**config.mk**
```make
export PLATFORM = sky130hd
export DESIGN_NAME = hsmv_ctrl
export DESIGN_NICKNAME = d
export VERILOG_FILES = /design/src/rtl/hsmv_pkg.sv /design/src/rtl/hsmv_ctrl.sv
export SDC_FILE = /design/constraint.sdc
export NUM_CORES = 1
export LEC_CHECK = 0
export ABC_AREA = 1
export BUFFER_PORTS_ARGS = -buffer_cell sky130_fd_sc_hd__buf_2
export CORE_MARGIN = 8
export CORE_UTILIZATION = 56
export CTS_BUF_LIST = sky130_fd_sc_hd__clkbuf_16
export DETAILED_ROUTE_END_ITERATION = 10
export GPL_TIMING_DRIVEN = 0
export MAX_ROUTING_LAYER = met4
export PLACE_DENSITY = 0.8
export RECOVER_POWER = 100
export SYNTH_ARGS = -nofsm -noshare
export SYNTH_HDL_FRONTEND = slang
export SYNTH_SLANG_ARGS = --single-unit
```
**constraint.sdc**
```tcl
create_clock -name clk -period 3.8 [get_ports clk]
set_input_delay 0.76 -clock clk [delete_from_list [all_inputs] [get_ports clk]]
set_output_delay 0.76 -clock clk [all_outputs]
set_load 0.05 [all_outputs]
```
**src/rtl/hsmv_pkg.sv**
```systemverilog
// Shared types, constants and command/status structures of the histogram statistics core.
package hsmv_pkg;

  localparam int NUM_BINS_DEF    = 256;
  localparam int MAX_STATES_DEF  = 16;
  localparam int COUNT_WIDTH_DEF = 32;

  localparam int SAMPLE_W  = 8;
  localparam int CFG_W     = 8;
  localparam int NSTATE_W  = 5;
  localparam int CFG_IDX_W = 2;
  localparam int POS_W     = 10;
  localparam int LEN_W     = 9;
  localparam int Q_FRAC    = 16;
  localparam int DIGIT_W   = 8;

  localparam logic [CFG_IDX_W-1:0] CFG_LOW     = 2'd0;
  localparam logic [CFG_IDX_W-1:0] CFG_HIGH    = 2'd1;
  localparam logic [CFG_IDX_W-1:0] CFG_NSTATES = 2'd2;

  localparam logic [CFG_W-1:0]    LOW_RST     = 8'd0;
  localparam logic [CFG_W-1:0]    HIGH_RST    = 8'd255;
  localparam logic [NSTATE_W-1:0] NSTATES_RST = 5'd4;

  localparam logic [31:0] MEAN_EMPTY = 32'd1;
  localparam logic [31:0] VAR_SMALL  = 32'd7;
  localparam logic [31:0] SAT32      = 32'hFFFF_FFFF;

  typedef struct packed {
    logic [SAMPLE_W-1:0] sample;
    logic                last_sample;
  } hsmv_in_t;

  typedef struct packed {
    logic [3:0]  state_index;
    logic [31:0] state_count;
    logic [23:0] mean_q16;
    logic [31:0] variance_q16;
    logic        last_result;
  } hsmv_out_t;

  typedef struct packed {
    logic [CFG_W-1:0]    low;
    logic [CFG_W-1:0]    high;
    logic [NSTATE_W-1:0] num_states;
  } hsmv_cfg_t;

  typedef enum logic [1:0] {
    DIV_SZ   = 2'd0,
    DIV_MEAN = 2'd1,
    DIV_VAR  = 2'd2
  } div_sel_t;

  typedef struct packed {
    logic     clr_wr;
    logic     smp_rd;
    logic     smp_wr;
    logic     div_start;
    div_sel_t div_sel;
    logic     sz_take;
    logic     grp_init;
    logic     grp_setup;
    logic     grp_next;
    logic     bin_rd;
    logic     p1_mul;
    logic     p1_acc;
    logic     mean_empty;
    logic     mean_take;
    logic     var_small;
    logic     var_take;
    logic     cur_reset;
    logic     p2_ad;
    logic     p2_sq;
    logic     p2_mul;
    logic     p2_add;
    logic     bin_next;
  } hsmv_cmd_t;

  typedef struct packed {
    logic clr_done;
    logic smp_last;
    logic div_done;
    logic bin_ok;
    logic n_zero;
    logic n_le1;
    logic cnt_zero;
    logic grp_last;
  } hsmv_status_t;

endpackage

```
**src/rtl/hsmv_ctrl.sv**
```systemverilog
// Controller state machine sequencing sample updates, group passes and the clearing sweep.
module hsmv_ctrl (
  input  logic                   clk,
  input  logic                   rst_n,
  input  logic                   in_valid,
  output logic                   in_ready,
  output logic                   out_valid,
  input  logic                   out_ready,
  input  hsmv_pkg::hsmv_status_t st,
  output hsmv_pkg::hsmv_cmd_t    cmd
);
  import hsmv_pkg::*;

  typedef enum logic [18:0] {
    S_CLEAR = 19'h00001,
    S_IDLE  = 19'h00002,
    S_UPD   = 19'h00004,
    S_SZ    = 19'h00008,
    S_SZW   = 19'h00010,
    S_GRP   = 19'h00020,
    S_P1    = 19'h00040,
    S_P1M   = 19'h00080,
    S_P1A   = 19'h00100,
    S_MEAN  = 19'h00200,
    S_MEANW = 19'h00400,
    S_P2    = 19'h00800,
    S_P2D   = 19'h01000,
    S_P2S   = 19'h02000,
    S_P2M   = 19'h04000,
    S_P2A   = 19'h08000,
    S_VAR   = 19'h10000,
    S_VARW  = 19'h20000,
    S_OUT   = 19'h40000
  } state_t;

  state_t state_r, state_nxt;

  always_comb begin
    state_nxt = state_r;
    cmd       = '0;
    cmd.div_sel = DIV_SZ;
    in_ready  = 1'b0;
    out_valid = 1'b0;
    unique case (state_r)
      S_CLEAR: begin
        cmd.clr_wr = 1'b1;
        if (st.clr_done) begin
          state_nxt = S_IDLE;
        end
      end
      S_IDLE: begin
        in_ready = 1'b1;
        if (in_valid) begin
          cmd.smp_rd = 1'b1;
          state_nxt  = S_UPD;
        end
      end
      S_UPD: begin
        cmd.smp_wr = 1'b1;
        state_nxt  = st.smp_last ? S_SZ : S_IDLE;
      end
      S_SZ: begin
        cmd.div_start = 1'b1;
        cmd.div_sel   = DIV_SZ;
        state_nxt     = S_SZW;
      end
      S_SZW: begin
        if (st.div_done) begin
          cmd.sz_take  = 1'b1;
          cmd.grp_init = 1'b1;
          state_nxt    = S_GRP;
        end
      end
      S_GRP: begin
        cmd.grp_setup = 1'b1;
        state_nxt     = S_P1;
      end
      S_P1: begin
        if (st.bin_ok) begin
          cmd.bin_rd = 1'b1;
          state_nxt  = S_P1M;
        end else begin
          state_nxt = S_MEAN;
        end
      end
      S_P1M: begin
        cmd.p1_mul = 1'b1;
        state_nxt  = S_P1A;
      end
      S_P1A: begin
        cmd.p1_acc = 1'b1;
        state_nxt  = S_P1;
      end
      S_MEAN: begin
        if (st.n_zero) begin
          cmd.mean_empty = 1'b1;
          cmd.var_small  = 1'b1;
          state_nxt      = S_OUT;
        end else begin
          cmd.div_start = 1'b1;
          cmd.div_sel   = DIV_MEAN;
          state_nxt     = S_MEANW;
        end
      end
      S_MEANW: begin
        if (st.div_done) begin
          cmd.mean_take = 1'b1;
          if (st.n_le1) begin
            cmd.var_small = 1'b1;
            state_nxt     = S_OUT;
          end else begin
            cmd.cur_reset = 1'b1;
            state_nxt     = S_P2;
          end
        end
      end
      S_P2: begin
        if (st.bin_ok) begin
          cmd.bin_rd = 1'b1;
          state_nxt  = S_P2D;
        end else begin
          state_nxt = S_VAR;
        end
      end
      S_P2D: begin
        cmd.p2_ad = 1'b1;
        state_nxt = S_P2S;
      end
      S_P2S: begin
        if (st.cnt_zero) begin
          cmd.bin_next = 1'b1;
          state_nxt    = S_P2;
        end else begin
          cmd.p2_sq = 1'b1;
          state_nxt = S_P2M;
        end
      end
      S_P2M: begin
        cmd.p2_mul = 1'b1;
        state_nxt  = S_P2A;
      end
      S_P2A: begin
        cmd.p2_add = 1'b1;
        if (st.cnt_zero) begin
          cmd.bin_next = 1'b1;
          state_nxt    = S_P2;
        end else begin
          state_nxt = S_P2M;
        end
      end
      S_VAR: begin
        cmd.div_start = 1'b1;
        cmd.div_sel   = DIV_VAR;
        state_nxt     = S_VARW;
      end
      S_VARW: begin
        cmd.div_sel = DIV_VAR;
        if (st.div_done) begin
          cmd.var_take = 1'b1;
          state_nxt    = S_OUT;
        end
      end
      S_OUT: begin
        out_valid = 1'b1;
        if (out_ready) begin
          if (st.grp_last) begin
            state_nxt = S_CLEAR;
          end else begin
            cmd.grp_next = 1'b1;
            state_nxt    = S_GRP;
          end
        end
      end
      default: begin
        state_nxt = S_CLEAR;
      end
    endcase
  end

  always_ff @(posedge clk) begin
    if (!rst_n) begin
      state_r <= S_CLEAR;
    end else begin
      state_r <= state_nxt;
    end
  end

endmodule

```
==> impl_results.md <==
* Top delay family on crit path: simple AND/OR/NAND/NOR gates
* Num ports at 37
* Switch Pwr at 0.547 mW
* Clock Root Buffer: clkbuf_16
* Standard-cell row count at 18
* Clock Path Buffers at 2
* Total global routing overflow at 0
* Post-CTS Setup Inserts at 0
* Syn Inst Count at between 200 and 250
* Setup slack after layout at about 680 ps
* CTS buffer count at 3
* Comb pwr share at between 50% and 60%
* TritonRoute pass-1 iters at 4
* CTS sink cnt at 19
* WL/cell at between 10 and 15 um
* Mean Syn Cell Area at 6.44 um2
* Syn Nets at about 230
* CTS tree: built
* Final Hold Viols at 0
* Die extent in x at between 60 and 70 um
* Worst Skew at 1.30 ps
* Vias in the first global route at 1,409
* Post-DP HPWL at 3.00 mm
* CP required at slightly above 3000 ps
* Global-route wire length before repair at 6.11 mm
* Diode count at 0
* Largest regs: state_r (19)
* Status: finished, final reports clean
* NumNets Final at 273
* Port buffer count at 36
* Pint at about 0.53 mW
* Period utilization at roughly 82%
* Max_cap viols at 0
* Critical-path maximum fanout at 8
* Critical path origin: state_r[6]
* Finished Core Util at roughly 67%
* Die Area at 4390 um2
* Cts hold-fix bufs at 0
* Gpl congestion at about 0.93
* Resized Gates After CTS at 0
* Vias at about 1,400
* Max frequency at roughly 320 MHz
* Clock transition at path regs at 50 ps
* Worst-Skew Late Latency at about 250 ps
* Post-synthesis sequential area ratio at a little over a quarter
* Post-route design area at approximately 1600 um2
* Leakage at 0.935 nW
* Post-layout min period at 3120 ps
* Commonest non-fill, non-tap cells in the layout: inv_1, nor2_1, nand2_1, nand3_1
* Final wirelength at ~3.8 mm
* Worst Tran Pin Value at 684 ps
* Crit path largest cell delay at about 470 ps
* Via-per-instance ratio at 4.99
* Worst min path class: flop to flop
* Share of post-route cells with drive strength above 1 at between 15 and 20%
* Sw Share at between 50% and 60%
* Depth of the CTS H-tree at 1
* Setup Crit Path Kind: flop to output port
* CP bufs+invs at 2
* Placement Cell Area at around 1600 um2
* Die height at approximately 66 um
* Critical Path Most Common Cell: nor2_1
* Final setup vio count at 0
* YS warnings at 0
* Relative slew margins at 54.2%
* Residual DRC at 0
* Initial Util at about three fifths
* Startpoint of the worst hold path: state_r[1]
* Number of DRC markers in iteration 0 at 84
* Clock power share at about a fifth
* Setup TNS at 0 ps
* RR Startpoint: state_r[1]
* Area delta synth->final at 14.6%
* Largest reg by FF count: state_r
* Dpl ws at about 1400 ps
* RSZ-0062 raised after global routing: false
* Pins Over Slew Limit at 0
* Distinct cells, synth at 26
* Core area at approximately 2400 um2
* Total track usage at a little under a fifth
* Critical Path End Type: output port
* Flop pwr share at 23.8%
* Largest net degree at the start of global routing at 11
* Post-synthesis register bit count at 19
* Netlist Area Pre-Place at 1420 um2
* Worst setup SP type: flop
* Minimum hold slack at 586 ps
* CP max stage cell: clkbuf_1
* Most common cell after layout, fill and taps aside: inv_1
* Detail Route Antenna Nets at 0
* PwrDens at about 670 nW/um2
* Worst IR drop on VDD at 0.520 mV
* Arrival time at the worst endpoint at 2360 ps
* Max reg flops at 19
* Initial antenna violation count at 0
* Worst-path cell chain: nor2_4 -> nand2_4 -> nor2_1 -> nand2_1 -> a21oi_1 -> inv_1 -> nor2_1 -> clkbuf_1
## per-layer routing
metal	routed length (um)	share of wire, %	track usage (%)	vias to the layer above
li1	-	-	-	758
met1	1580	42	20.3	637
met2	1860	50	31.1	43
met3	231	6.1	3.73	8
met4	83	2.2	6.13	0
met5	0	0	-	-
## kinds of logic after synthesis
kind of cell	Yosys count	share of synthesized area (%)
buffers and inverters	52	14.6
flip-flops	19	26.9
AO/OA/AOI/OAI	12	5.30
AND/OR/NAND/NOR	137	53.3
## worst register-to-register path, cell delays in order (launching register included)
cell      delay (ps)
dfxtp_1          350
nor2_2           120
nand2_1          120
nor2_1           550
nand3_1          300
nand2_2          130
o21ai_0           80
nand2_1           90
clkbuf_1         350
nand2_1           90
nand2_1           70
nor2_1            50
## area by class of cell
cell class / count / area (um2)
clock buffer: 3 / 75.1
sequential: 19 / 380
clock inverter: 1 / 3.75
tap: 30 / 37.5
fill: 263 / 810
multi-input combinational: 149 / 768
inverter: 49 / 184
buffer: 3 / 15.0
timing repair buffer: 36 / 159
## cells in the mapped netlist
cell	n	share of area [%]
nor2_2	5	2.2
inv_1	48	13
o22ai_1	2	0.88
o21ai_2	2	1.2
inv_2	1	0.26
clkbuf_1	1	0.26
nand3_2	3	2.1
nand2_2	6	2.7
nand3_4	2	2.5
nand2_1	32	8.5
nor2_1	37	9.8
nor3b_1	1	0.53
buf_4	1	0.53
nand3_1	23	8.1
nand3b_1	1	0.53
nor3_1	15	5.3
nor2_4	6	4.8
nand2_4	2	1.6
a21oi_1	3	1.1
buf_6	1	0.79
o21bai_1	1	0.53
o21ai_0	3	1.1
dfxtp_1	19	27
o211ai_1	1	0.53
nand4_1	1	0.44
nor2_8	3	4.2
## power groups by stage
stage / clock network, mW / logic [mW] / registers (mW)
final: 0.212 / 0.610 / 0.257
after global routing: 0.221 / 0.684 / 0.261
after CTS: 0.212 / 0.681 / 0.257
after detailed placement: 0 / 0.674 / 0.260
after global placement: 0 / 0.665 / 0.260
after floorplan: 0 / 0.554 / 0.255
## worst paths after layout
check | to | slack, ps | cells after the start
max reg2reg | state_r[10] | 1390 | 11
min reg2reg | state_r[1] | 590 | 4
min | state_r[1] | 590 | 4
max | cmd[0] | 680 | 8
## per-stage QoR
step	power [mW]	cells
global placement	0.925	286
CTS	1.15	290
detailed placement	0.934	286
finish	1.08	290
floorplan	0.809	220
global route	1.17	290
Note: power is estimated with default switching activity, not from simulation.
